<file path="src/rtl/lsg_pkg.sv">
// shared constants, types and tables of the lidar sample to pixel block
package lsg_pkg;

    localparam int IMAGE_SIZE   = 512;
    localparam int MAX_SAMPLES  = 4096;
    localparam int PIX_W        = $clog2(IMAGE_SIZE);
    localparam int IDX_W        = 12;
    localparam int RANGE_W      = 16;
    localparam int ANG_W        = 16;
    localparam int CFG_IDX_W    = 2;
    localparam int CORDIC_STEPS = 16;
    localparam int CW           = 34;
    localparam int TRIG_W       = 17;
    localparam int MAG_W        = RANGE_W + TRIG_W - 2;
    localparam int DW           = MAG_W + 2;
    // divisor of the scale is the maximum range shifted left by this amount
    localparam int SCALE_SH     = 16 - PIX_W;

    localparam logic [CFG_IDX_W-1:0] REG_RMIN  = 2'd0;
    localparam logic [CFG_IDX_W-1:0] REG_RMAX  = 2'd1;
    localparam logic [CFG_IDX_W-1:0] REG_START = 2'd2;
    localparam logic [CFG_IDX_W-1:0] REG_STEP  = 2'd3;

    localparam logic [1:0] ST_HIT     = 2'd0;
    localparam logic [1:0] ST_REJECT  = 2'd1;
    localparam logic [1:0] ST_OUTSIDE = 2'd2;

    localparam logic signed [CW-1:0] CORDIC_GAIN = 34'sd652032874;
    localparam logic signed [CW-1:0] QUARTER = 34'sd16384;

    localparam logic signed [CW-1:0] ATAN [CORDIC_STEPS] = '{
        34'sd536870912, 34'sd316933406, 34'sd167458907, 34'sd85004756,
        34'sd42667331,  34'sd21354465,  34'sd10679838,  34'sd5340245,
        34'sd2670163,   34'sd1335087,   34'sd667544,    34'sd333772,
        34'sd166886,    34'sd83443,     34'sd41722,     34'sd20861
    };

    typedef struct packed {
        logic vld;
        logic rej;
    } t_ctl;

endpackage

</file>
<file path="src/rtl/lsg_front.sv">
// bearing, range check and quadrant fold: two pipeline stages
module lsg_front (
    input  logic                            i_clk,
    input  logic                            i_rst_n,
    input  logic                            i_en,
    input  logic                            i_vld,
    input  logic [lsg_pkg::IDX_W-1:0]       i_idx,
    input  logic [lsg_pkg::RANGE_W-1:0]     i_range,
    input  logic [lsg_pkg::RANGE_W-1:0]     i_rmin,
    input  logic [lsg_pkg::RANGE_W-1:0]     i_rmax,
    input  logic [lsg_pkg::ANG_W-1:0]       i_start,
    input  logic [lsg_pkg::ANG_W-1:0]       i_step,
    output lsg_pkg::t_ctl                   o_ctl,
    output logic [lsg_pkg::RANGE_W-1:0]     o_range,
    output logic signed [lsg_pkg::CW-1:0]   o_z,
    output logic                            o_flip
);
    logic [lsg_pkg::IDX_W+lsg_pkg::ANG_W-1:0] w_prod;
    lsg_pkg::t_ctl                  n1_ctl, r1_ctl, r2_ctl;
    logic [lsg_pkg::ANG_W-1:0]      n1_ang, r1_ang;
    logic [lsg_pkg::RANGE_W-1:0]    r1_range, r2_range;
    logic signed [lsg_pkg::ANG_W-1:0] w_a, w_af;
    logic                           w_flip;
    logic signed [lsg_pkg::CW-1:0]  r2_z;
    logic                           r2_flip;

    always_comb begin
        w_prod = (lsg_pkg::IDX_W+lsg_pkg::ANG_W)'(i_idx)
               * (lsg_pkg::IDX_W+lsg_pkg::ANG_W)'(i_step);
        n1_ang = i_start + w_prod[lsg_pkg::ANG_W-1:0];
        n1_ctl.vld = i_vld;
        n1_ctl.rej = (int'(i_idx) >= lsg_pkg::MAX_SAMPLES) || (i_range < i_rmin)
                   || (i_range > i_rmax);
    end

    // fold into a quarter turn either side of zero by toggling the half-turn bit
    always_comb begin
        w_a    = signed'(r1_ang);
        w_flip = (w_a > 16'sd16384) || (w_a < -16'sd16384);
        w_af   = w_flip ? (w_a ^ 16'sh8000) : w_a;
    end

    always_ff @(posedge i_clk) begin
        if (!i_rst_n) begin
            r1_ctl <= '0;
            r2_ctl <= '0;
        end else if (i_en) begin
            r1_ctl <= n1_ctl;
            r2_ctl <= r1_ctl;
        end
    end

    always_ff @(posedge i_clk) begin
        if (i_en) begin
            r1_ang   <= n1_ang;
            r1_range <= i_range;
            r2_range <= r1_range;
            r2_z     <= {{(lsg_pkg::CW-lsg_pkg::ANG_W-16){w_af[lsg_pkg::ANG_W-1]}},
                         w_af, 16'h0000};
            r2_flip  <= w_flip;
        end
    end

    assign o_ctl   = r2_ctl;
    assign o_range = r2_range;
    assign o_z     = r2_z;
    assign o_flip  = r2_flip;
endmodule

</file>
<file path="config.mk">
export PLATFORM = sky130hd
export DESIGN_NAME = lsg_front
export DESIGN_NICKNAME = d
export VERILOG_FILES = /design/src/rtl/lsg_pkg.sv /design/src/rtl/lsg_front.sv
export SDC_FILE = /design/constraint.sdc
export NUM_CORES = 1
export LEC_CHECK = 0
export ABC_AREA = 1
export BUFFER_PORTS_ARGS = -buffer_cell sky130_fd_sc_hd__clkbuf_2
export CAP_MARGIN = 0
export CELL_PAD_IN_SITES_DETAIL_PLACEMENT = 1
export CELL_PAD_IN_SITES_GLOBAL_PLACEMENT = 1
export CORE_MARGIN = 2
export CORE_UTILIZATION = 47
export CTS_BUF_LIST = sky130_fd_sc_hd__clkbuf_8
export DETAILED_ROUTE_END_ITERATION = 10
export PLACE_DENSITY = 0.89
export SLEW_MARGIN = 10
export SYNTH_ARGS = -nofsm -noshare
export SYNTH_HDL_FRONTEND = slang
export SYNTH_SLANG_ARGS = --single-unit
</file>
<file path="constraint.sdc">
create_clock -name i_clk -period 11.9 [get_ports i_clk]
set_input_delay 2.38 -clock i_clk [delete_from_list [all_inputs] [get_ports i_clk]]
set_output_delay 2.38 -clock i_clk [all_outputs]
set_load 0.05 [all_outputs]
</file>
# Word-level counts from Yosys, hierarchy flattened
# Cells that the tools add are included.
# totals
reg_bits	69
in_bits	96
output_inout_bits	53
elab_cells	19
# classes
add_sub_neg	1
n_mul	1
magnitude_cmp	4
n_mux	1
bitwise	1
reduce_logical	2
# op_table
operator	n
$add 16x16->16	1
$gt 16x16->1	1
$gt 16x16->1 const B	1
$lt 16x15->1 const B	1
$lt 16x16->1	1
$mul 12x16->16	1
$mux 16	1
$logic_or 1x1->1	2
$not 1->1	1

# Depth between registers and ports, before layout
# logic_depth
word_depth	3
ltp_mapped	27

# Worst setup path before layout
# No wires, ideal clock.
# synth_path
path_type	input to register
start	input port i_idx[0] (netlist name)
end	register r1_ang[13] (netlist name), data pin
arrival_ns	6.558
required_time_ns	11.648
path_slack_ns	5.090
cell_stages	20
n_path_buf	2
path_cell_list	buf_2 clkbuf_1 nand2_1 fa_1 inv_1 fa_1 fa_1 inv_1 fa_1 fa_1 inv_1 ha_1 a21oi_1 o21ai_0 a21oi_1 nor2_1 o21ai_1 nand2_1 nand2_1 nand2_1
# synth_via
elab_chain_len	2
# synth_lines
element	line_no	text
start, declared	lsg_front.sv:7	input logic [lsg_pkg::IDX_W-1:0] i_idx,
$mul 12x16->16	lsg_front.sv:29	* (lsg_pkg::IDX_W+lsg_pkg::ANG_W)'(i_step);
$add 16x16->16	lsg_front.sv:30	n1_ang = i_start + w_prod[lsg_pkg::ANG_W-1:0];
named net n1_ang, one bit	lsg_front.sv:20	logic [lsg_pkg::ANG_W-1:0] n1_ang, r1_ang;
end signal, assigned	lsg_front.sv:55	r1_ang <= n1_ang;
end, declared	lsg_front.sv:20	
# The timed path passes the listed nets, and every way through them passes these cells.
# A chain may end at the register's enable or synchronous reset.

# Worst setup path after layout
# Same ends and word-level chain as after synthesis.

==> qor.txt <==
Diodes inserted -> 0
Synth Cell Area -> 7533 um2
Max_cap viols -> 0
Clk sink count -> 69
Clock tree buffer depth -> 2
Die width -> 130.6 um
Full die area -> 17060 um2
GRT overflow -> 0
Largest net degree at the start of global routing -> 72
Fillers -> 2024
Period utilization -> 0.5794
CTS Root Buffer Type -> clkbuf_8
Cells after synthesis -> 886
WL final -> 18600 um
Final setup TNS -> 0 ns
Post-layout nets -> 1263
Crit path largest cell delay -> 0.57 ns
Placed instance count -> 1211
Port-buffer cells -> 132
First DRT Iteration DRCs -> 283
Initial Util -> 0.4777
GRT Resource Usage Total -> 0.2272
Syn-to-layout area delta -> 12.69%
Max transition margin -> 0.4247
Status -> complete, no violations
Hold-fix buffers, CTS -> 0
# IOs -> 149
Fraction of layout cells with a size suffix above 1 -> 0.1533
Non-Filler Instances -> 1227
Initial antenna violation count -> 0
Drt via density -> 4.771
Crit. End Element -> register
RSZ-0062 raised after global routing -> false
Library cells used by synthesis -> 32
H-tree depth -> 3
First-pass GRT wire length -> 30100 um
Hold_ws -> 0.4197 ns
Clock Skews -> 0.004843 ns
#FFs+latches synth -> 69
YS warnings -> 0
Minimum clock period -> 6.895 ns
Max Transition Viols Final -> 0
CP required -> 12.00 ns
Core footprint -> 15770 um2
Core Util, Final -> 0.5383
Vias in the first global route -> 6495
Leak -> 5.006 nW
CP Cell Sequence -> clkbuf_2 > nand2_1 > fa_1 > inv_1 > fa_1 > fa_1 > inv_1 > fa_1 > fa_1 > inv_1 > ha_1 > a21oi_1 > o21ai_0 > a21oi_1 > nor2_1 > o21ai_1 > nand2_1 > nand2_1 > nand2_1
Wire length per cell -> 15.16 um
Crit start category -> primary input
Drt pass-1 iters -> 4
PD cells -> 213.5 nW/um2
CTS clock-pin slew for the worst setup and hold paths -> 0.07 ns
Design area -> 8489 um2
Fmax -> 145.0 MHz
Final Setup Violations -> 0
Post-CTS Setup Inserts -> 0
Hold/Removal Path Class -> register to register
GPL Wtd Cong -> 0.8290
CTS buffer count -> 9
ANT nets after route -> 0
Worst-margin pin slew -> 0.8630 ns
CTS tree -> done
Worst-Skew Late Latency -> 0.33 ns
Dpl hpwl -> 15920 um
Most frequent CP cell -> fa_1
Rows -> 46
Placed Area -> 8284 um2
Slowest stage cell, crit path -> fa_1
Via count -> 5854
Die Span Y -> 130.6 um
Max FO, Critical Path -> 16
Register area share after synthesis -> 0.2697
DRC -> 0
Final Hold Violating Endpoints -> 0
CP Data Arrival Time -> 6.99 ns
Post_cts resized -> 0
Avg Cell Area, Syn -> 8.503 um2
Worst vdd ir -> 0.1187 mV
Setup CP Type -> primary input to register
## per-layer routing
metal | wire length [um] | share of wire | vias up | global-route usage
met5 | 0 | 0 | - | 0
met4 | 487 | 0.026 | 0 | 0.08010
met3 | 782 | 0.042 | 39 | 0.02077
met2 | 10060 | 0.54 | 158 | 0.4482
met1 | 7273 | 0.39 | 2853 | 0.2532
li1 | - | - | 2804 | -
## logic make-up after synthesis
logic type | Yosys count | synth area share
other cells | 1 | 0.0004978
compound gates | 49 | 0.03521
fa+ha+maj | 161 | 0.3591
xor+xnor | 14 | 0.01628
buf+inv | 321 | 0.1729
flops | 69 | 0.2697
simple gates | 271 | 0.1463
## flip-flops by register name, summed over array words and instances (netlist names)
signal    cells
o_ctl         2
r1_ctl        2
o_z          16
r1_range     16
r1_ang       16
o_flip        1
o_range      16
## worst max-delay path: cells and delay by family
| kind | cells | cell delay (ns) |
|---|---|---|
| AND/OR/NAND/NOR | 5 | 0.47 |
| adder cells (fa/ha/maj) | 6 | 2.92 |
| AO/OA/AOI/OAI | 4 | 0.72 |
| buffers and inverters | 4 | 0.51 |
## power by group
part,internal (mW),total [mW],switching (mW)
Combinational,0.440,1.22,0.777
Clock,0.115,0.197,0.0819
Sequential,0.378,0.400,0.0219
## final timing paths
check | start | endpoint | slack, ns | depth (start not counted)
worst max register to register | r1_ang[0] | o_z[31] | 10.42 | 5
worst min-delay path | r1_range[1] | o_range[1] | 0.42 | 0
worst min register to register | r1_range[1] | o_range[1] | 0.42 | 0
worst max-delay path | i_idx[0] | r1_ang[13] | 5.01 | 19
## cell usage in the layout (no fill, tap or decap), types with 9 or more instances in the layout
master,Yosys,routed
a21oi_1,30,30
clkbuf_2,0,131
clkbuf_8,0,9
conb_1,1,16
edfxtp_1,65,65
fa_1,92,92
ha_1,69,69
inv_1,281,282
nand2_1,209,209
nand3_1,25,25
nor2_1,18,18
o21ai_0,12,12
xor2_1,10,10
## Yosys cell counts, drive strengths merged
master,number,area share
nor4,5,0.0042
fa,92,0.24
nand3,26,0.018
a21o,1,0.0010
ha,69,0.11
edfxtp,65,0.26
dfxtp,4,0.011
xnor2,4,0.0046
o21ai,13,0.0086
inv,282,0.14
nor3,2,0.0013
o21a,1,0.0010
nand3b,4,0.0040
xor2,10,0.012
o31a,2,0.0025
o2111ai,1,0.0012
nor2,19,0.0098
nand2,214,0.11
o31ai,1,0.0010
a21oi,30,0.020
clkbuf,12,0.0060
conb,1,0.00050
nand4,1,0.00083
buf,27,0.026
## through the flow
stage / total power, mW / setup slack, ns
2_1_floorplan: 1.306 / 5.090
3_3_place_gp: 1.523 / 4.954
3_5_place_dp: 1.629 / 4.650
4_1_cts: 1.835 / 5.015
5_1_grt: 2.006 / 4.648
6_report: 1.813 / 5.005
## final cells by class
cell class              count  area (um2)  area share
clock inverters             7       81.33    0.009580
repair buffers            133       668.1     0.07870
clock buffers               9       123.9     0.01459
inverters                 282        1059      0.1247
multi-input cells         511        4255      0.5013
flip-flops and latches     69        2032      0.2394
well taps                 216       270.3     0.03183
No activity file was read; power rests on OpenSTA's default activity.
