--- src/rtl/lsg_pkg.sv ---
// shared constants, types and tables of the lidar sample to pixel block
package lsg_pkg;

    localparam int IMAGE_SIZE   = 512;
    localparam int MAX_SAMPLES  = 4096;
    localparam int PIX_W        = $clog2(IMAGE_SIZE);
    localparam int IDX_W        = 12;
    localparam int RANGE_W      = 16;
    localparam int ANG_W        = 16;
    localparam int CFG_IDX_W    = 2;
    localparam int CORDIC_STEPS = 16;
    localparam int CW           = 34;
    localparam int TRIG_W       = 17;
    localparam int MAG_W        = RANGE_W + TRIG_W - 2;
    localparam int DW           = MAG_W + 2;
    // divisor of the scale is the maximum range shifted left by this amount
    localparam int SCALE_SH     = 16 - PIX_W;

    localparam logic [CFG_IDX_W-1:0] REG_RMIN  = 2'd0;
    localparam logic [CFG_IDX_W-1:0] REG_RMAX  = 2'd1;
    localparam logic [CFG_IDX_W-1:0] REG_START = 2'd2;
    localparam logic [CFG_IDX_W-1:0] REG_STEP  = 2'd3;

    localparam logic [1:0] ST_HIT     = 2'd0;
    localparam logic [1:0] ST_REJECT  = 2'd1;
    localparam logic [1:0] ST_OUTSIDE = 2'd2;

    localparam logic signed [CW-1:0] CORDIC_GAIN = 34'sd652032874;
    localparam logic signed [CW-1:0] QUARTER = 34'sd16384;

    localparam logic signed [CW-1:0] ATAN [CORDIC_STEPS] = '{
        34'sd536870912, 34'sd316933406, 34'sd167458907, 34'sd85004756,
        34'sd42667331,  34'sd21354465,  34'sd10679838,  34'sd5340245,
        34'sd2670163,   34'sd1335087,   34'sd667544,    34'sd333772,
        34'sd166886,    34'sd83443,     34'sd41722,     34'sd20861
    };

    typedef struct packed {
        logic vld;
        logic rej;
    } t_ctl;

endpackage

--- src/rtl/lsg_cordic.sv ---
// rotation cordic, one iteration per stage, then rounding to q1.15
module lsg_cordic (
    input  logic                                i_clk,
    input  logic                                i_rst_n,
    input  logic                                i_en,
    input  lsg_pkg::t_ctl                       i_ctl,
    input  logic [lsg_pkg::RANGE_W-1:0]         i_range,
    input  logic signed [lsg_pkg::CW-1:0]       i_z,
    input  logic                                i_flip,
    output lsg_pkg::t_ctl                       o_ctl,
    output logic [lsg_pkg::RANGE_W-1:0]         o_range,
    output logic signed [lsg_pkg::TRIG_W-1:0]   o_cos,
    output logic signed [lsg_pkg::TRIG_W-1:0]   o_sin
);
    localparam int N = lsg_pkg::CORDIC_STEPS;

    logic signed [lsg_pkg::CW-1:0]  r_x [N];
    logic signed [lsg_pkg::CW-1:0]  r_y [N];
    logic signed [lsg_pkg::CW-1:0]  r_z [N];
    lsg_pkg::t_ctl                  r_ctl [N];
    logic [lsg_pkg::RANGE_W-1:0]    r_range [N];
    logic                           r_flip [N];

    lsg_pkg::t_ctl                  r_oc;
    logic [lsg_pkg::RANGE_W-1:0]    r_or;
    logic signed [lsg_pkg::TRIG_W-1:0] r_c, r_s;
    logic signed [lsg_pkg::CW-1:0]  w_cr, w_sr;
    logic signed [lsg_pkg::TRIG_W-1:0] w_c, w_s;

    for (genvar k = 0; k < N; k++) begin : g_stage
        logic signed [lsg_pkg::CW-1:0] w_xi, w_yi, w_zi;
        lsg_pkg::t_ctl                 w_ci;
        logic [lsg_pkg::RANGE_W-1:0]   w_ri;
        logic                          w_fi;
        if (k == 0) begin : g_first
            assign w_xi = lsg_pkg::CORDIC_GAIN;
            assign w_yi = '0;
            assign w_zi = i_z;
            assign w_ci = i_ctl;
            assign w_ri = i_range;
            assign w_fi = i_flip;
        end else begin : g_next
            assign w_xi = r_x[k-1];
            assign w_yi = r_y[k-1];
            assign w_zi = r_z[k-1];
            assign w_ci = r_ctl[k-1];
            assign w_ri = r_range[k-1];
            assign w_fi = r_flip[k-1];
        end

        always_ff @(posedge i_clk) begin
            if (!i_rst_n) begin
                r_ctl[k] <= '0;
            end else if (i_en) begin
                r_ctl[k] <= w_ci;
            end
        end

        always_ff @(posedge i_clk) begin
            if (i_en) begin
                if (w_zi >= 0) begin
                    r_x[k] <= w_xi - (w_yi >>> k);
                    r_y[k] <= w_yi + (w_xi >>> k);
                    r_z[k] <= w_zi - lsg_pkg::ATAN[k];
                end else begin
                    r_x[k] <= w_xi + (w_yi >>> k);
                    r_y[k] <= w_yi - (w_xi >>> k);
                    r_z[k] <= w_zi + lsg_pkg::ATAN[k];
                end
                r_range[k] <= w_ri;
                r_flip[k]  <= w_fi;
            end
        end
    end

    // round half up to q1.15, negate where the bearing was folded
    always_comb begin
        w_cr = (r_x[N-1] + lsg_pkg::QUARTER) >>> 15;
        w_sr = (r_y[N-1] + lsg_pkg::QUARTER) >>> 15;
        w_c  = w_cr[lsg_pkg::TRIG_W-1:0];
        w_s  = w_sr[lsg_pkg::TRIG_W-1:0];
        if (r_flip[N-1]) begin
            w_c = -w_c;
            w_s = -w_s;
        end
    end

    always_ff @(posedge i_clk) begin
        if (!i_rst_n) begin
            r_oc <= '0;
        end else if (i_en) begin
            r_oc <= r_ctl[N-1];
        end
    end

    always_ff @(posedge i_clk) begin
        if (i_en) begin
            r_or <= r_range[N-1];
            r_c  <= w_c;
            r_s  <= w_s;
        end
    end

    assign o_ctl   = r_oc;
    assign o_range = r_or;
    assign o_cos   = r_c;
    assign o_sin   = r_s;
endmodule

--- config.mk ---
export PLATFORM = sky130hd
export DESIGN_NAME = lsg_cordic
export DESIGN_NICKNAME = d
export VERILOG_FILES = /design/src/rtl/lsg_pkg.sv /design/src/rtl/lsg_cordic.sv
export SDC_FILE = /design/constraint.sdc
export NUM_CORES = 2
export LEC_CHECK = 0
export ABC_AREA = 0
export BUFFER_PORTS_ARGS = -buffer_cell sky130_fd_sc_hd__buf_4
export CORE_MARGIN = 2
export CORE_UTILIZATION = 55
export CTS_CLUSTER_DIAMETER = 40
export DETAILED_ROUTE_END_ITERATION = 6
export GPL_TIMING_DRIVEN = 0
export PLACE_DENSITY_LB_ADDON = 0.12
export SLEW_MARGIN = 10
export SYNTH_ARGS = -nofsm -noshare
export SYNTH_HDL_FRONTEND = slang
export SYNTH_SLANG_ARGS = --single-unit
--- constraint.sdc ---
create_clock -name i_clk -period 11 [get_ports i_clk]
set_input_delay 2.2 -clock i_clk [delete_from_list [all_inputs] [get_ports i_clk]]
set_output_delay 2.2 -clock i_clk [all_outputs]
set_load 0.01 [all_outputs]
======== Word level (Yosys, flattened, before mapping) ========
Memory sizes are Yosys's and may differ from the RTL's. A register that Yosys moved wholly into a read port is not among the register bits.
Index checks and enable logic that the tools add are counted.
storage, ports and cells
  bits in registers ....................... 34
  bits in latches ......................... 0
  bits in writable memories ............... 1936
  memory bits (read-only) ................. 0
  bits of input ports ..................... 56
  output and inout bits ................... 52
  word-level logic and storage cells ...... 352
  memories kept ........................... 6
memories
  name     words  bits a word  read ports  clocked after Yosys merged registers in  write ports  RTL line          text
  r_x      16     34           16          0                                        16           lsg_cordic.sv:17  logic signed [lsg_pkg::CW-1:0] r_x [N];
  r_y      16     34           16          0                                        16           lsg_cordic.sv:18  logic signed [lsg_pkg::CW-1:0] r_y [N];
  r_z      16     34           15          0                                        16           lsg_cordic.sv:19  logic signed [lsg_pkg::CW-1:0] r_z [N];
  r_range  16     16           16          1                                        16           lsg_cordic.sv:21  logic [lsg_pkg::RANGE_W-1:0] r_range [N];
  r_ctl    16     2            16          1                                        16           lsg_cordic.sv:20  lsg_pkg::t_ctl r_ctl [N];
  r_flip   16     1            16          0                                        16           lsg_cordic.sv:22  logic r_flip [N];
operators by class
  $add $sub $neg .......................... 96
  multipliers ............................. 0
  divide/modulo/power cells ............... 0
  $lt $le $gt $ge ......................... 16
  equal/unequal tests ..................... 0
  shift-type cells ........................ 0
  muxes and demuxes ....................... 167
  bitwise logic cells ..................... 64
  reduce and logical (&&, ||, !) cells .... 1
operators with widths
  operator             number
  $mux 34              48
  $ge 34x1->1 const B  16
  $mux 1               101
  $add 34x19->34       2
  $add 34x20->34       2
  $add 34x21->34       2
  $add 34x22->34       2
  $add 34x23->34       2
  $add 34x24->34       2
  $add 34x25->34       2
  $add 34x26->34       2
  $add 34x27->34       2
  $add 34x28->34       2
  $add 34x29->34       2
  $add 34x30->34       2
  $add 34x31->34       2
  $add 34x32->34       2
  $add 34x33->34       2
  $sub 34x19->34       2
  $sub 34x20->34       2
  $sub 34x21->34       2
  $sub 34x22->34       2
  $sub 34x23->34       2
  $sub 34x24->34       2
  other kinds (47)     137

======== Longest topological paths before layout ========
An unclocked memory read counts as a cell.
  depth in word-level cells ............... 6
  mapped depth ............................ 24
  gate-level depth less buffers ........... 22

======== Worst setup path after synthesis ========
Ideal clock, no wire load.
  kind .................................... input to register
  start point ............................. input port i_en
  end point ............................... memory r_x[7][23] (netlist bit) (data pin)
  setup time .............................. 0.270 ns
  arrival time ............................ 6.863 ns
  required time ........................... 10.730 ns
  path slack .............................. 3.867 ns
  stages on the path ...................... 22
  buffers on the path ..................... 7
  cell sequence ........................... buf_6 buf_6 buf_6 nand2_1 buf_2 buf_1 buf_1 buf_1 nand2_1 xnor2_1 ha_1 a21o_1 a21o_1 a2111o_1 a311o_1 a31o_2 and3_1 o21a_1 o21a_1 o31ai_2 mux2i_1 o211ai_1
RTL lines
  what         RTL line          text
  from (decl)  lsg_cordic.sv:5   input logic i_en,
  to (decl)    lsg_cordic.sv:17

==> flow_summary.ini <==
[run_status]
outcome = finished clean

[cells_and_area]
num-nets-final = 15900
syn_to_final_growth_pct = 11.6
final_area_um2 = 154000
drive_above_1_share = 0.0627
fillCellCount = 20900
final_cell_mix = edfxtp_1, xnor2_1, a21oi_1
final_common_cell = edfxtp_1

[critical_path]
end_kind = register
critPathMaxFanout = 121
cp_num_buf_inv = 12
arrival_ps = 11060
critPathMostFrequentCell = buf_6
worstSetupPathType = in -> reg
worstSetupStartpointType = primary input
slowest_stage = clkbuf_4
crit_family = buffers and inverters
cp.required_ps = 11620
cpPeakStageDelay_ps = 490

[clock_network]
clk_latency_ps = 890
cts.sinks = 1795
cts.path.max_buffers = 4
cts_resized = 0
cts_tree = done
cts-root-buf = clkbuf_16
cts_buffers = 304
cts_max_level = 5
post_cts_buffers = 0
clk_pin_slew_worst_paths_ps = 60
cts_hold_buf = 0

[die]
core_area_um2 = 249000
num_rows = 183
start_util = 0.553
die_area_um2 = 254000
die_x_um = 504
num_io_pins = 108
die_h_um = 504

[global_route]
antenna_found_initial = 12
grt_max_degree = 122
track_usage = 0.291
grt_pass1_wl_mm = 594
grt-ovfl-total = 0
grt_pass1_vias = 106000

[timing]
fmax_mhz = 95.8
min_period_over_period = 0.949
worstMarginPinSlew_ps = 1260
finalMaxSlewViolations = 0
setup_viol = 0
finClkSkew_ps = 46.4
rsz0062_at_grt = false
fin_crit_ps = 10440
hold_viol_final = 0
max_slew_margin = 0.151

[placed_design]
gp_congestion = 0.954
port_buffers = 107
dpl.hpwl_mm = 302
post_dp_cell_area_um2 = 143000

[yosys]
syn_inst = 14100
synth.distinct_cells = 120
synth_warnings = 0
synth_seq_cells = 1795
ys_seq_area_frac = 0.391
synth_area_um2 = 138000
synthArstFlopShare = 0
syn-num-nets = 15500
synth_edf_count = 1793
dominantRegCellSynth = edfxtp_1
avgSynthCellArea_um2 = 9.74

[detailed_routing]
dr.pass1.iters = 6
drt-initial-drc-count = 9848
ant_nets = 0
wl_per_cell_um = 21.1
drt-total-wl_mm = 384
drcViolationCount = 0
vias_per_cell = 6.10
num_vias = 111000

[worst_hold_path]
hold_class = reg -> reg

[run]
cap_viol_max_count = 0
## logic make-up (layout without fill, tap and decap cells)
group | after synthesis | count (layout) | share of synthesized area
muxes | 122 | 122 | 0.00926
buffers and inverters | 1017 | 1697 | 0.0284
DFF | 1795 | 1795 | 0.391
other | 0 | 2 | 0
xor gates and xnor gates | 1857 | 1857 | 0.118
AOI/OAI and AO/OA | 4131 | 4131 | 0.192
adders and majority gates | 1337 | 1337 | 0.123
and+or+nand+nor | 3883 | 3883 | 0.137
## layer usage
layer  vias to the layer above  GRT usage  wire, µm
met1                     53000      0.394    169000
met5                         -          0        29
met4                         6      0.103     13900
li1                      53500          -         -
met3                       775     0.0366     22200
met2                      3439      0.481    179000
## worst paths after layout
kind | to | slack (ps) | startpoint | cells after the start
min | r_range[8][5] | 380 | r_range[7][5] | 0
max | r_y[14][33] | 560 | i_en | 26
min reg2reg | r_range[8][5] | 380 | r_range[7][5] | 0
max reg2reg | r_x[5][32] | 3560 | r_z[0][169] | 21
## final cells by class
type                       instances  area, µm²  area share
tap                             3330       4170      0.0271
clock buffer                     335       7830      0.0510
antenna                            2       5.00   0.0000326
buffer                           365       1550      0.0101
timing repair buffer             126       1310     0.00853
sequential                      1795      53900       0.351
multi-input combinational      11300      79900       0.520
inverter                         652       2450      0.0159
clock inverter                   219       2580      0.0168
## flip-flops by register name (all words and copies together), names as in the netlist
register and flops:
r_y 495, r_z 476, r_x 468, r_range 256
r_ctl 32, o_cos 17, o_sin 17, o_range 16
r_flip 16, o_ctl 2
## through the flow
stage | utilization | worst slack (ps) | cells | hold WS [ps] | setup TNS [ps]
3_5_place_dp | 0.576 | -864 | 17600 | 405 | -13940
5_1_grt | 0.617 | 100 | 18200 | 393 | 0
2_1_floorplan | - | 3870 | 14100 | 400 | 0
3_3_place_gp | 0.573 | -4270 | 17600 | 400 | -5099160
6_report | 0.617 | 559 | 18200 | 383 | 0
4_1_cts | 0.617 | 116 | 18200 | 392 | 0
## synthesized netlist by cell type, types with 69 or more instances
cell type,count,area [µm²]
xor2_1,560,4900
and3_1,167,1040
a21boi_0,69,518
a21oi_1,1285,6430
a31oi_1,163,1020
nand2_1,861,3230
nor2b_1,171,1070
nor3_1,418,2090
o21a_1,163,1220
nor4_1,89,557
a211oi_1,120,901
nand3_1,267,1340
edfxtp_1,1793,53800
nand4_1,90,563
clkbuf_1,267,1000
nand2b_1,200,1250
nor2_1,1129,4240
inv_1,647,2430
and2_1,99,619
ha_1,1283,16100
or3_1,125,782
o31ai_1,147,1100
mux2i_1,79,791
o21bai_1,166,1250
a21o_1,570,4280
xnor2_1,1295,11300
o211ai_1,79,593
o21ai_0,767,3840
Power is left out: the tool's default activity adds up to more than one toggle a clock period on the data nets, which glitch-free logic cannot reach.
