<file path="src/rtl/lsg_pkg.sv">
// shared constants, types and tables of the lidar sample to pixel block
package lsg_pkg;

    localparam int IMAGE_SIZE   = 512;
    localparam int MAX_SAMPLES  = 4096;
    localparam int PIX_W        = $clog2(IMAGE_SIZE);
    localparam int IDX_W        = 12;
    localparam int RANGE_W      = 16;
    localparam int ANG_W        = 16;
    localparam int CFG_IDX_W    = 2;
    localparam int CORDIC_STEPS = 16;
    localparam int CW           = 34;
    localparam int TRIG_W       = 17;
    localparam int MAG_W        = RANGE_W + TRIG_W - 2;
    localparam int DW           = MAG_W + 2;
    // divisor of the scale is the maximum range shifted left by this amount
    localparam int SCALE_SH     = 16 - PIX_W;

    localparam logic [CFG_IDX_W-1:0] REG_RMIN  = 2'd0;
    localparam logic [CFG_IDX_W-1:0] REG_RMAX  = 2'd1;
    localparam logic [CFG_IDX_W-1:0] REG_START = 2'd2;
    localparam logic [CFG_IDX_W-1:0] REG_STEP  = 2'd3;

    localparam logic [1:0] ST_HIT     = 2'd0;
    localparam logic [1:0] ST_REJECT  = 2'd1;
    localparam logic [1:0] ST_OUTSIDE = 2'd2;

    localparam logic signed [CW-1:0] CORDIC_GAIN = 34'sd652032874;
    localparam logic signed [CW-1:0] QUARTER = 34'sd16384;

    localparam logic signed [CW-1:0] ATAN [CORDIC_STEPS] = '{
        34'sd536870912, 34'sd316933406, 34'sd167458907, 34'sd85004756,
        34'sd42667331,  34'sd21354465,  34'sd10679838,  34'sd5340245,
        34'sd2670163,   34'sd1335087,   34'sd667544,    34'sd333772,
        34'sd166886,    34'sd83443,     34'sd41722,     34'sd20861
    };

    typedef struct packed {
        logic vld;
        logic rej;
    } t_ctl;

endpackage

</file>
<file path="src/rtl/lsg_scale.sv">
// range times trig, restoring division by the scale, centering and output register
module lsg_scale (
    input  logic                                i_clk,
    input  logic                                i_rst_n,
    input  logic                                i_en,
    input  lsg_pkg::t_ctl                       i_ctl,
    input  logic [lsg_pkg::RANGE_W-1:0]         i_range,
    input  logic signed [lsg_pkg::TRIG_W-1:0]   i_cos,
    input  logic signed [lsg_pkg::TRIG_W-1:0]   i_sin,
    input  logic [lsg_pkg::RANGE_W-1:0]         i_rmax,
    output logic                                o_vld,
    output logic [lsg_pkg::PIX_W-1:0]           o_px,
    output logic [lsg_pkg::PIX_W-1:0]           o_py,
    output logic [1:0]                          o_status
);
    localparam int P  = lsg_pkg::PIX_W;
    localparam int MW = lsg_pkg::MAG_W;
    localparam int DW = lsg_pkg::DW;
    localparam int PW = lsg_pkg::TRIG_W + lsg_pkg::RANGE_W;

    logic [lsg_pkg::TRIG_W-1:0]     w_mc, w_ms;
    logic [PW-1:0]                  w_pc, w_ps;
    logic [lsg_pkg::RANGE_W-1:0]    w_rmax;
    logic [DW-1:0]                  w_div;

    lsg_pkg::t_ctl                  r_mctl;
    logic [MW-1:0]                  r_mx, r_my;
    logic                           r_msx, r_msy;

    lsg_pkg::t_ctl                  r_ctl [P];
    logic [MW-1:0]                  r_rx [P];
    logic [MW-1:0]                  r_ry [P];
    logic [P-1:0]                   r_qx [P];
    logic [P-1:0]                   r_qy [P];
    logic                           r_sx [P];
    logic                           r_sy [P];

    logic [P+1:0]                   w_cx, w_cy;
    logic                           w_out;
    logic                           r_vld;
    logic [P-1:0]                   r_px, r_py;
    logic [1:0]                     r_st;

    // magnitude product, sign kept aside for truncation toward zero
    always_comb begin
        w_mc = i_cos[lsg_pkg::TRIG_W-1] ? -i_cos : i_cos;
        w_ms = i_sin[lsg_pkg::TRIG_W-1] ? -i_sin : i_sin;
        w_pc = PW'(i_range) * PW'(w_mc);
        w_ps = PW'(i_range) * PW'(w_ms);
    end

    // a zero maximum is treated as a maximum of one
    always_comb begin
        w_rmax = (i_rmax == '0) ? lsg_pkg::RANGE_W'(1) : i_rmax;
        w_div  = DW'(w_rmax) << lsg_pkg::SCALE_SH;
    end

    always_ff @(posedge i_clk) begin
        if (!i_rst_n) begin
            r_mctl <= '0;
        end else if (i_en) begin
            r_mctl <= i_ctl;
        end
    end

    always_ff @(posedge i_clk) begin
        if (i_en) begin
            r_mx  <= w_pc[MW-1:0];
            r_my  <= w_ps[MW-1:0];
            r_msx <= i_cos[lsg_pkg::TRIG_W-1];
            r_msy <= i_sin[lsg_pkg::TRIG_W-1];
        end
    end

    // one quotient bit per stage, most significant first
    for (genvar k = 0; k < P; k++) begin : g_div
        localparam int B = P - 1 - k;
        logic [MW-1:0]  w_rxi, w_ryi;
        logic [P-1:0]   w_qxi, w_qyi;
        lsg_pkg::t_ctl  w_ci;
        logic           w_sxi, w_syi;
        logic [DW-1:0]  w_d;
        logic           w_tx, w_ty;
        if (k == 0) begin : g_first
            assign w_rxi = r_mx;
            assign w_ryi = r_my;
            assign w_qxi = '0;
            assign w_qyi = '0;
            assign w_ci  = r_mctl;
            assign w_sxi = r_msx;
            assign w_syi = r_msy;
        end else begin : g_next
            assign w_rxi = r_rx[k-1];
            assign w_ryi = r_ry[k-1];
            assign w_qxi = r_qx[k-1];
            assign w_qyi = r_qy[k-1];
            assign w_ci  = r_ctl[k-1];
            assign w_sxi = r_sx[k-1];
            assign w_syi = r_sy[k-1];
        end
        assign w_d  = w_div << B;
        assign w_tx = DW'(w_rxi) >= w_d;
        assign w_ty = DW'(w_ryi) >= w_d;

        always_ff @(posedge i_clk) begin
            if (!i_rst_n) begin
                r_ctl[k] <= '0;
            end else if (i_en) begin
                r_ctl[k] <= w_ci;
            end
        end

        always_ff @(posedge i_clk) begin
            if (i_en) begin
                r_rx[k]    <= w_tx ? w_rxi - w_d[MW-1:0] : w_rxi;
                r_ry[k]    <= w_ty ? w_ryi - w_d[MW-1:0] : w_ryi;
                r_qx[k]    <= w_qxi | (P'(w_tx) << B);
                r_qy[k]    <= w_qyi | (P'(w_ty) << B);
                r_sx[k]    <= w_sxi;
                r_sy[k]    <= w_syi;
            end
        end
    end

    always_comb begin
        w_cx  = r_sx[P-1] ? (P+2)'(lsg_pkg::IMAGE_SIZE / 2) - (P+2)'(r_qx[P-1])
                          : (P+2)'(lsg_pkg::IMAGE_SIZE / 2) + (P+2)'(r_qx[P-1]);
        w_cy  = r_sy[P-1] ? (P+2)'(lsg_pkg::IMAGE_SIZE / 2) - (P+2)'(r_qy[P-1])
                          : (P+2)'(lsg_pkg::IMAGE_SIZE / 2) + (P+2)'(r_qy[P-1]);
        w_out = (|w_cx[P+1:P]) || (|w_cy[P+1:P]);
    end

    always_ff @(posedge i_clk) begin
        if (!i_rst_n) begin
            r_vld <= 1'b0;
        end else if (i_en) begin
            r_vld <= r_ctl[P-1].vld;
        end
    end

    always_ff @(posedge i_clk) begin
        if (i_en) begin
            if (r_ctl[P-1].rej) begin
                r_st <= lsg_pkg::ST_REJECT;
                r_px <= '0;
                r_py <= '0;
            end else if (w_out) begin
                r_st <= lsg_pkg::ST_OUTSIDE;
                r_px <= '0;
                r_py <= '0;
            end else begin
                r_st <= lsg_pkg::ST_HIT;
                r_px <= w_cx[P-1:0];
                r_py <= w_cy[P-1:0];
            end
        end
    end

    assign o_vld    = r_vld;
    assign o_px     = r_px;
    assign o_py     = r_py;
    assign o_status = r_st;
endmodule

</file>
<file path="config.mk">
export PLATFORM = sky130hd
export DESIGN_NAME = lsg_scale
export DESIGN_NICKNAME = d
export VERILOG_FILES = /design/src/rtl/lsg_pkg.sv /design/src/rtl/lsg_scale.sv
export SDC_FILE = /design/constraint.sdc
export NUM_CORES = 2
export LEC_CHECK = 0
export BUFFER_PORTS_ARGS = -buffer_cell sky130_fd_sc_hd__buf_2
export CAP_MARGIN = 20
export CORE_MARGIN = 2
export CORE_UTILIZATION = 59
export DETAILED_ROUTE_END_ITERATION = 10
export GPL_TIMING_DRIVEN = 0
export MAX_ROUTING_LAYER = met4
export PLACE_DENSITY_LB_ADDON = 0.05
export SETUP_SLACK_MARGIN = 0.2
export SLEW_MARGIN = 15
export SYNTH_ARGS = -nofsm -noshare
export SYNTH_HDL_FRONTEND = slang
export SYNTH_SLANG_ARGS = --single-unit
export TNS_END_PERCENT = 30
</file>
<file path="constraint.sdc">
create_clock -name i_clk -period 7.4 [get_ports i_clk]
set_input_delay 0.74 -clock i_clk [delete_from_list [all_inputs] [get_ports i_clk]]
set_output_delay 0.74 -clock i_clk [all_outputs]
set_load 0.05 [all_outputs]
</file>
Word level (Yosys, flattened, before mapping)
Memories as Yosys holds them, arrays and structs flattened.
Cells that the tools add are included.
{"block": "word_totals", "mem_bits_ro": 0, "memories": 7, "elab_cells": 129, "input_bits": 71, "ff_bits": 87, "latchBits": 0, "ram_bits": 756}
{"memory": "r_rx", "depth": 9, "width": 31, "read_ports": 8, "rd_clocked_by_memory_dff": 0, "wr": 9, "line_no": "lsg_scale.sv:31", "rtl": "logic [MW-1:0] r_rx [P];"}
{"memory": "r_ry", "depth": 9, "width": 31, "read_ports": 8, "rd_clocked_by_memory_dff": 0, "wr": 9, "line_no": "lsg_scale.sv:32", "rtl": "logic [MW-1:0] r_ry [P];"}
{"memory": "r_qx", "depth": 9, "width": 9, "read_ports": 9, "rd_clocked_by_memory_dff": 0, "wr": 9, "line_no": "lsg_scale.sv:33", "rtl": "logic [P-1:0] r_qx [P];"}
{"memory": "r_qy", "depth": 9, "width": 9, "read_ports": 9, "rd_clocked_by_memory_dff": 0, "wr": 9, "line_no": "lsg_scale.sv:34", "rtl": "logic [P-1:0] r_qy [P];"}
{"memory": "r_ctl", "depth": 9, "width": 2, "read_ports": 9, "rd_clocked_by_memory_dff": 0, "wr": 9, "line_no": "lsg_scale.sv:30", "rtl": "lsg_pkg::t_ctl r_ctl [P];"}
{"memory": "r_sx", "depth": 9, "width": 1, "read_ports": 9, "rd_clocked_by_memory_dff": 0, "wr": 9, "line_no": "lsg_scale.sv:35", "rtl": "logic r_sx [P];"}
{"memory": "+1 memories"}
{"block": "classes", "addsub": 24, "bitwise": 25, "n_eq_ne": 0, "reduce_logical": 5, "div_mod_pow": 0, "muxes": 38, "order_cmp": 18, "shifts": 0, "n_mul": 2}
{"operator": "31-bit 2-to-1 mux", "n": 18}
{"operator": "31-bit by 23-bit greater-or-equal comparator with 1-bit output", "n": 2}
{"operator": "31-bit by 24-bit greater-or-equal comparator with 1-bit output", "n": 2}
{"operator": "31-bit by 25-bit greater-or-equal comparator with 1-bit output", "n": 2}
{"operator": "31-bit by 26-bit greater-or-equal comparator with 1-bit output", "n": 2}
{"operator": "31-bit by 27-bit greater-or-equal comparator with 1-bit output", "n": 2}
{"operator": "31-bit by 28-bit greater-or-equal comparator with 1-bit output", "n": 2}
{"operator": "31-bit by 29-bit greater-or-equal comparator with 1-bit output", "n": 2}
{"operator": "31-bit by 30-bit greater-or-equal comparator with 1-bit output", "n": 2}
{"operator": "31-bit greater-or-equal comparator", "n": 2}
{"operator": "16-bit by 17-bit multiplier with 31-bit output", "n": 2}
{"operator": "31-bit by 23-bit subtractor with 31-bit output", "n": 2}
{"operator": "31-bit by 24-bit subtractor with 31-bit output", "n": 2}
{"operator": "31-bit by 25-bit subtractor with 31-bit output", "n": 2}
{"operator": "31-bit by 26-bit subtractor with 31-bit output", "n": 2}
{"operator": "31-bit by 27-bit subtractor with 31-bit output", "n": 2}
{"operator": "31-bit by 28-bit subtractor with 31-bit output", "n": 2}
{"operator": "31-bit by 29-bit subtractor with 31-bit output", "n": 2}
{"operator": "31-bit by 30-bit subtractor with 31-bit output", "n": 2}
{"operator": "31-bit subtractor", "n": 2}
{"operator": "17-bit 2-to-1 mux", "n": 2}
{"operator": "17-bit negator", "n": 2}
{"operator": "11-bit 2-to-1 mux", "n": 2}
{"operator": "9-bit by 9-bit adder with 10-bit output, first input constant", "n": 2}
{"operator": "other kinds (16)", "n": 48}

Depth between registers and ports, before layout
An unclocked memory read counts as a cell.
{"block": "logic_depth", "word_depth": 6, "depth_mapped": 31}

Worst setup path before layout
Ideal clock, no wire load.
{"block": "synth_timing", "path_type": "in2reg", "start": "input port i_sin[5] in the netlist's numbering", "end": "register r_my[23] (netlist: g_div[0].w_ryi[23]) (data pin)", "slack_ns": -0.718, "t_arrival_ns": 7.860, "required_ns": 7.141, "path_stages": 26, "path_cell_list": "or4_1 or3_1 or3_1 o41ai_1 xnor2_1 buf_2 nand2_1 fa_1 fa_1 fa_1 inv_1 fa_1 fa_1 inv_1 fa_1 inv_1 ha_1 and3_1 a211oi_1 o311ai_0 a41o_1 and2_1 a41oi_1 o21bai_1 a21oi_1 xnor2_1"}
{"block": "synth_between", "elab_chain_cells": 3}
{"element": "start, declared", "line_no": "lsg_scale.sv:9", "rtl": "input logic signed [lsg_pkg::TRIG_W-1:0] i_sin,"}
{"element": "17-bit negator", "line_no": "lsg_scale.sv:47", "rtl": "w_ms = i_sin[lsg_pkg::TRIG_W-1] ? -i_sin : i_sin;"}
{"element": "17-bit 2-to-1 mux *", "line_no": "lsg_scale.sv:47"}
{"element": "16-bit by 17-bit multiplier with 31-bit output *", "line_no": "lsg_scale.sv:49", "rtl": "w_ps = PW'(i_range) * PW'(w_ms);"}
{"element": "net w_ps[23]", "line_no": "lsg_scale.sv:22", "rtl": "logic [PW-1:0] w_pc, w_ps;"}
{"element": "end signal, assigned", "line_no": "lsg_scale.sv:69", "rtl": "r_my <= w_ps[MW-1:0];"}
{"element": "end, declared", "line_no": "lsg_scale.sv:27", "rtl": "logic [MW-1:0] r_mx, r_my;"}
The timed path passes the listed nets; every way through them passes the cells marked *.
A chain may end at the register's enable or synchronous reset.

Worst setup path after layout
{"block": "layout_timing", "start": "input port i_sin[3] in the netlist's numbering", "end": "register r_my[19] (netlist: g_div[0].w_ryi[19]) (data pin)"}
Same word-level chain as after synthesis.

==> reports/results.tsv <==
metric	value	unit
run_status	finished with violations	
failed_checks	negative setup slack	
place_inst	6666	
number_of_synthesis_warnings	0	
synth.top_cell.area_share	0.375	
synth-adder-area-share	0.259	
critical-path-slowest-cell	sky130_fd_sc_hd__fa_1	
routabilityCongestion	0.984	
cp_max_fo	5	
postRouteAntennaNets	0	
synth_enable_flop_cells	706	
synth_async_sr_flop_share	0	
ys_top_cells_by_count	706 x sky130_fd_sc_hd__edfxtp_1, 592 x sky130_fd_sc_hd__inv_1, 480 x sky130_fd_sc_hd__ha_1	
worst_r2r_endpoint	r_rx[0][29]	
critPathKind	primary input to register	
largest_net_degree_at_the_start_of_global_routing	117	
max_clock_freq	132	MHz
gr-usage-all-layers	0.306	
timing_max_transition_violations_final	0	
tns	-1040	ps
floorplan.rows	113	
synth.area.top_cells	sky130_fd_sc_hd__edfxtp_1 38%, sky130_fd_sc_hd__fa_1 15%, sky130_fd_sc_hd__ha_1 11%, sky130_fd_sc_hd__inv_1 3.9%, sky130_fd_sc_hd__xnor2_1 3.2%	
drc	0	
clk_pin_slew	60	ps
synth.lib_cells_used.distinct	86	
worst_skew_pair_latency	620	ps
cts_sinks	709	
grt_overflow	0	
synth_seq_cells	709	
final-instance-count-excl-fill	6880	
die_h	313	um
grt_first_pass_wirelength	224000	um
drt_iter0_markers	2861	
htreeDepth	3	
timing.final.crit_share	1.03	
synth_most_common_cell	sky130_fd_sc_hd__edfxtp_1	
worst_r2r_path_depth	12	
synth.net_count	6278	
most_used_cell_along_the_critical_path	sky130_fd_sc_hd__fa_1	
root_buffer_master	sky130_fd_sc_hd__clkbuf_16	
cp.arrival	7960	ps
rsz0062_at_grt	true	
synth_area	56500	sq um
setup.reg_to_reg.worst_slack	2960	ps
cp-end-kind	register	
cts_hold_buf	0	
worst_ep_required_time	7770	ps
setup_slack	-190	ps
syn-instance-count	5297	
chipWidth	313	um
timing.slew.headroom	0.269	
grt_pass1_vias	39900	
initial_utilization	0.595	
critPathMaxStageDelay	540	ps
finalCriticalPeriod	7590	ps
final_net_count	6532	
largest_family_of_logic_cells_by_synthesized_area	adder cells	
numPortBuffers	89	
biggest_area_consumer_among_synthesized_cells	sky130_fd_sc_hd__edfxtp_1	
ys_seq_area_frac	0.376	
maxCapViolations	0	
synth_xor_area_frac	0.0515	
vias_per_cell	5.80	
compound_gate_fraction_of_synth_area	0.103	
hold_class	register to register	
avgSynthCellArea	10.7	sq um
floorplan.die_area	98200	sq um
drt_pass1_iterations	5	
worst_slew_pin_slew	1090	ps
synth.mux.area_fraction	0.0182	
fraction_of_layout_cells_with_a_size_suffix_above_1	0.108	
cts-buffers-inserted	72	
startpoint_type	primary input	
route.vias.total	39900	
place_hpwl	112000	um
setup_viol	8	
crit_path_end	g_div[0].w_ryi[19]	
grt_antenna_before_repair	6	
critPathLaunch	i_sin[3]	
wl	145000	um
routed_wire_length_per_instance	21.0	um
finalHoldViolCount	0	
core_region_area	95000	sq um
num_io_pins	92	
synth-main-ff-cell	sky130_fd_sc_hd__edfxtp_1	
critical_path.reg2reg.startpoint	g_div[0].w_rxi[15]	
cts_tree	yes	
synth_simple_gate_area_share	0.143	
clk_path_buf_depth	3	
finalClockSkew	17.6	ps
flow.area_growth_from_synthesis	11.9	%
-- cell families after synthesis --
logic type	Yosys count
adders and majority gates	910
xor gates and xnor gates	331
buffers and inverters	738
muxes	93
AOI/OAI and AO/OA	908
and+or+nand+nor	1608
DFF	709
-- worst min-delay path by stage --
stage / startpoint / end / slack [ps] / cells after the start
5_1_grt: i_ctl[0] / g_div[0].w_ci[0] / 410 / 3
2_1_floorplan: r_qx[0][8] / r_qx[0][17] / 400 / 0
3_3_place_gp: r_sy[0][0] / r_sy[0][1] / 400 / 0
3_5_place_dp: r_qx[0][60] / r_qx[0][69] / 400 / 0
4_1_cts: i_ctl[1] / g_div[0].w_ci[1] / 370 / 3
6_report: r_qy[0][59] / r_qy[0][68] / 400 / 0
-- sequential cells by signal, indices dropped and copies added, names as in the netlist, 18 cells and up --
register and flops:
r_rx 248, r_ctl 18, r_ry 248, r_qx 45
g_div.w_ryi 31, r_qy 45, g_div.w_rxi 31
-- worst max-delay path, delay by kind of cell --
kind / cells / cell delay [ps]
fa+ha+maj: 7 / 3240
compound gates: 5 / 1210
xor+xnor: 2 / 360
buf+inv: 7 / 730
simple gates: 7 / 1660
-- placed cells by master, fill, tap and decap left out, drive strengths merged, types with 25 or more instances in the layout --
cell type / n
clkbuf: 203
and3: 47
nand2: 474
buf: 205
edfxtp: 706
o21a: 64
mux2: 78
nand3: 62
a21o: 93
a21oi: 292
a31oi: 25
nand2b: 61
ha: 480
fa: 430
nor3: 83
xor2: 123
or3: 35
nor2b: 56
xnor2: 208
nand4: 44
clkinv: 26
o21ai: 196
nor4: 64
nor2: 324
o31ai: 32
and2: 279
inv: 599
-- through the flow --
step           setup slack, ps  utilization  hold slack, ps  area (sq um)
4_1_cts                   -167        0.662             367         62900
3_3_place_gp             -5280        0.620             400         58900
3_5_place_dp             -1500        0.624             405         59300
6_report                  -190        0.666             401         63200
5_1_grt                   -391        0.666             407         63200
2_1_floorplan             -214            -             400         56900
-- per-layer routing --
layer  track usage  vias to the layer above  wire [um]  part of all wire
met5             -                        -          0                 0
met4         0.173                        0       9640             0.067
met3        0.0319                      351       6650             0.046
met2         0.518                     1213      71100              0.49
met1         0.359                    19300      57300              0.40
li1              -                    19000          -                 -
-- layout make-up --
cell class                      count  area, sq um
Sequential cell                   709        21300
Buffer                            146          748
Timing Repair Buffer              180         1460
Antenna cell                        6         15.0
Multi-Input combinational cell   3850        33500
Inverter                          592         2220
Tap cell                         1265         1580
Clock buffer                       82         1860
Fill cell                        7385        31800
Clock inverter                     50          631
-- timing repair --
item	CTS	global route
setup buffers	66	10
pin swaps	79	29
gates cloned	0	0
resized for setup	133	55
hold endpoints to repair	0	0
endpoints found under the setup margin	33	25
Power is not shown: default switching activity piles up to over one toggle a cycle in this logic, so the estimate is an artifact.
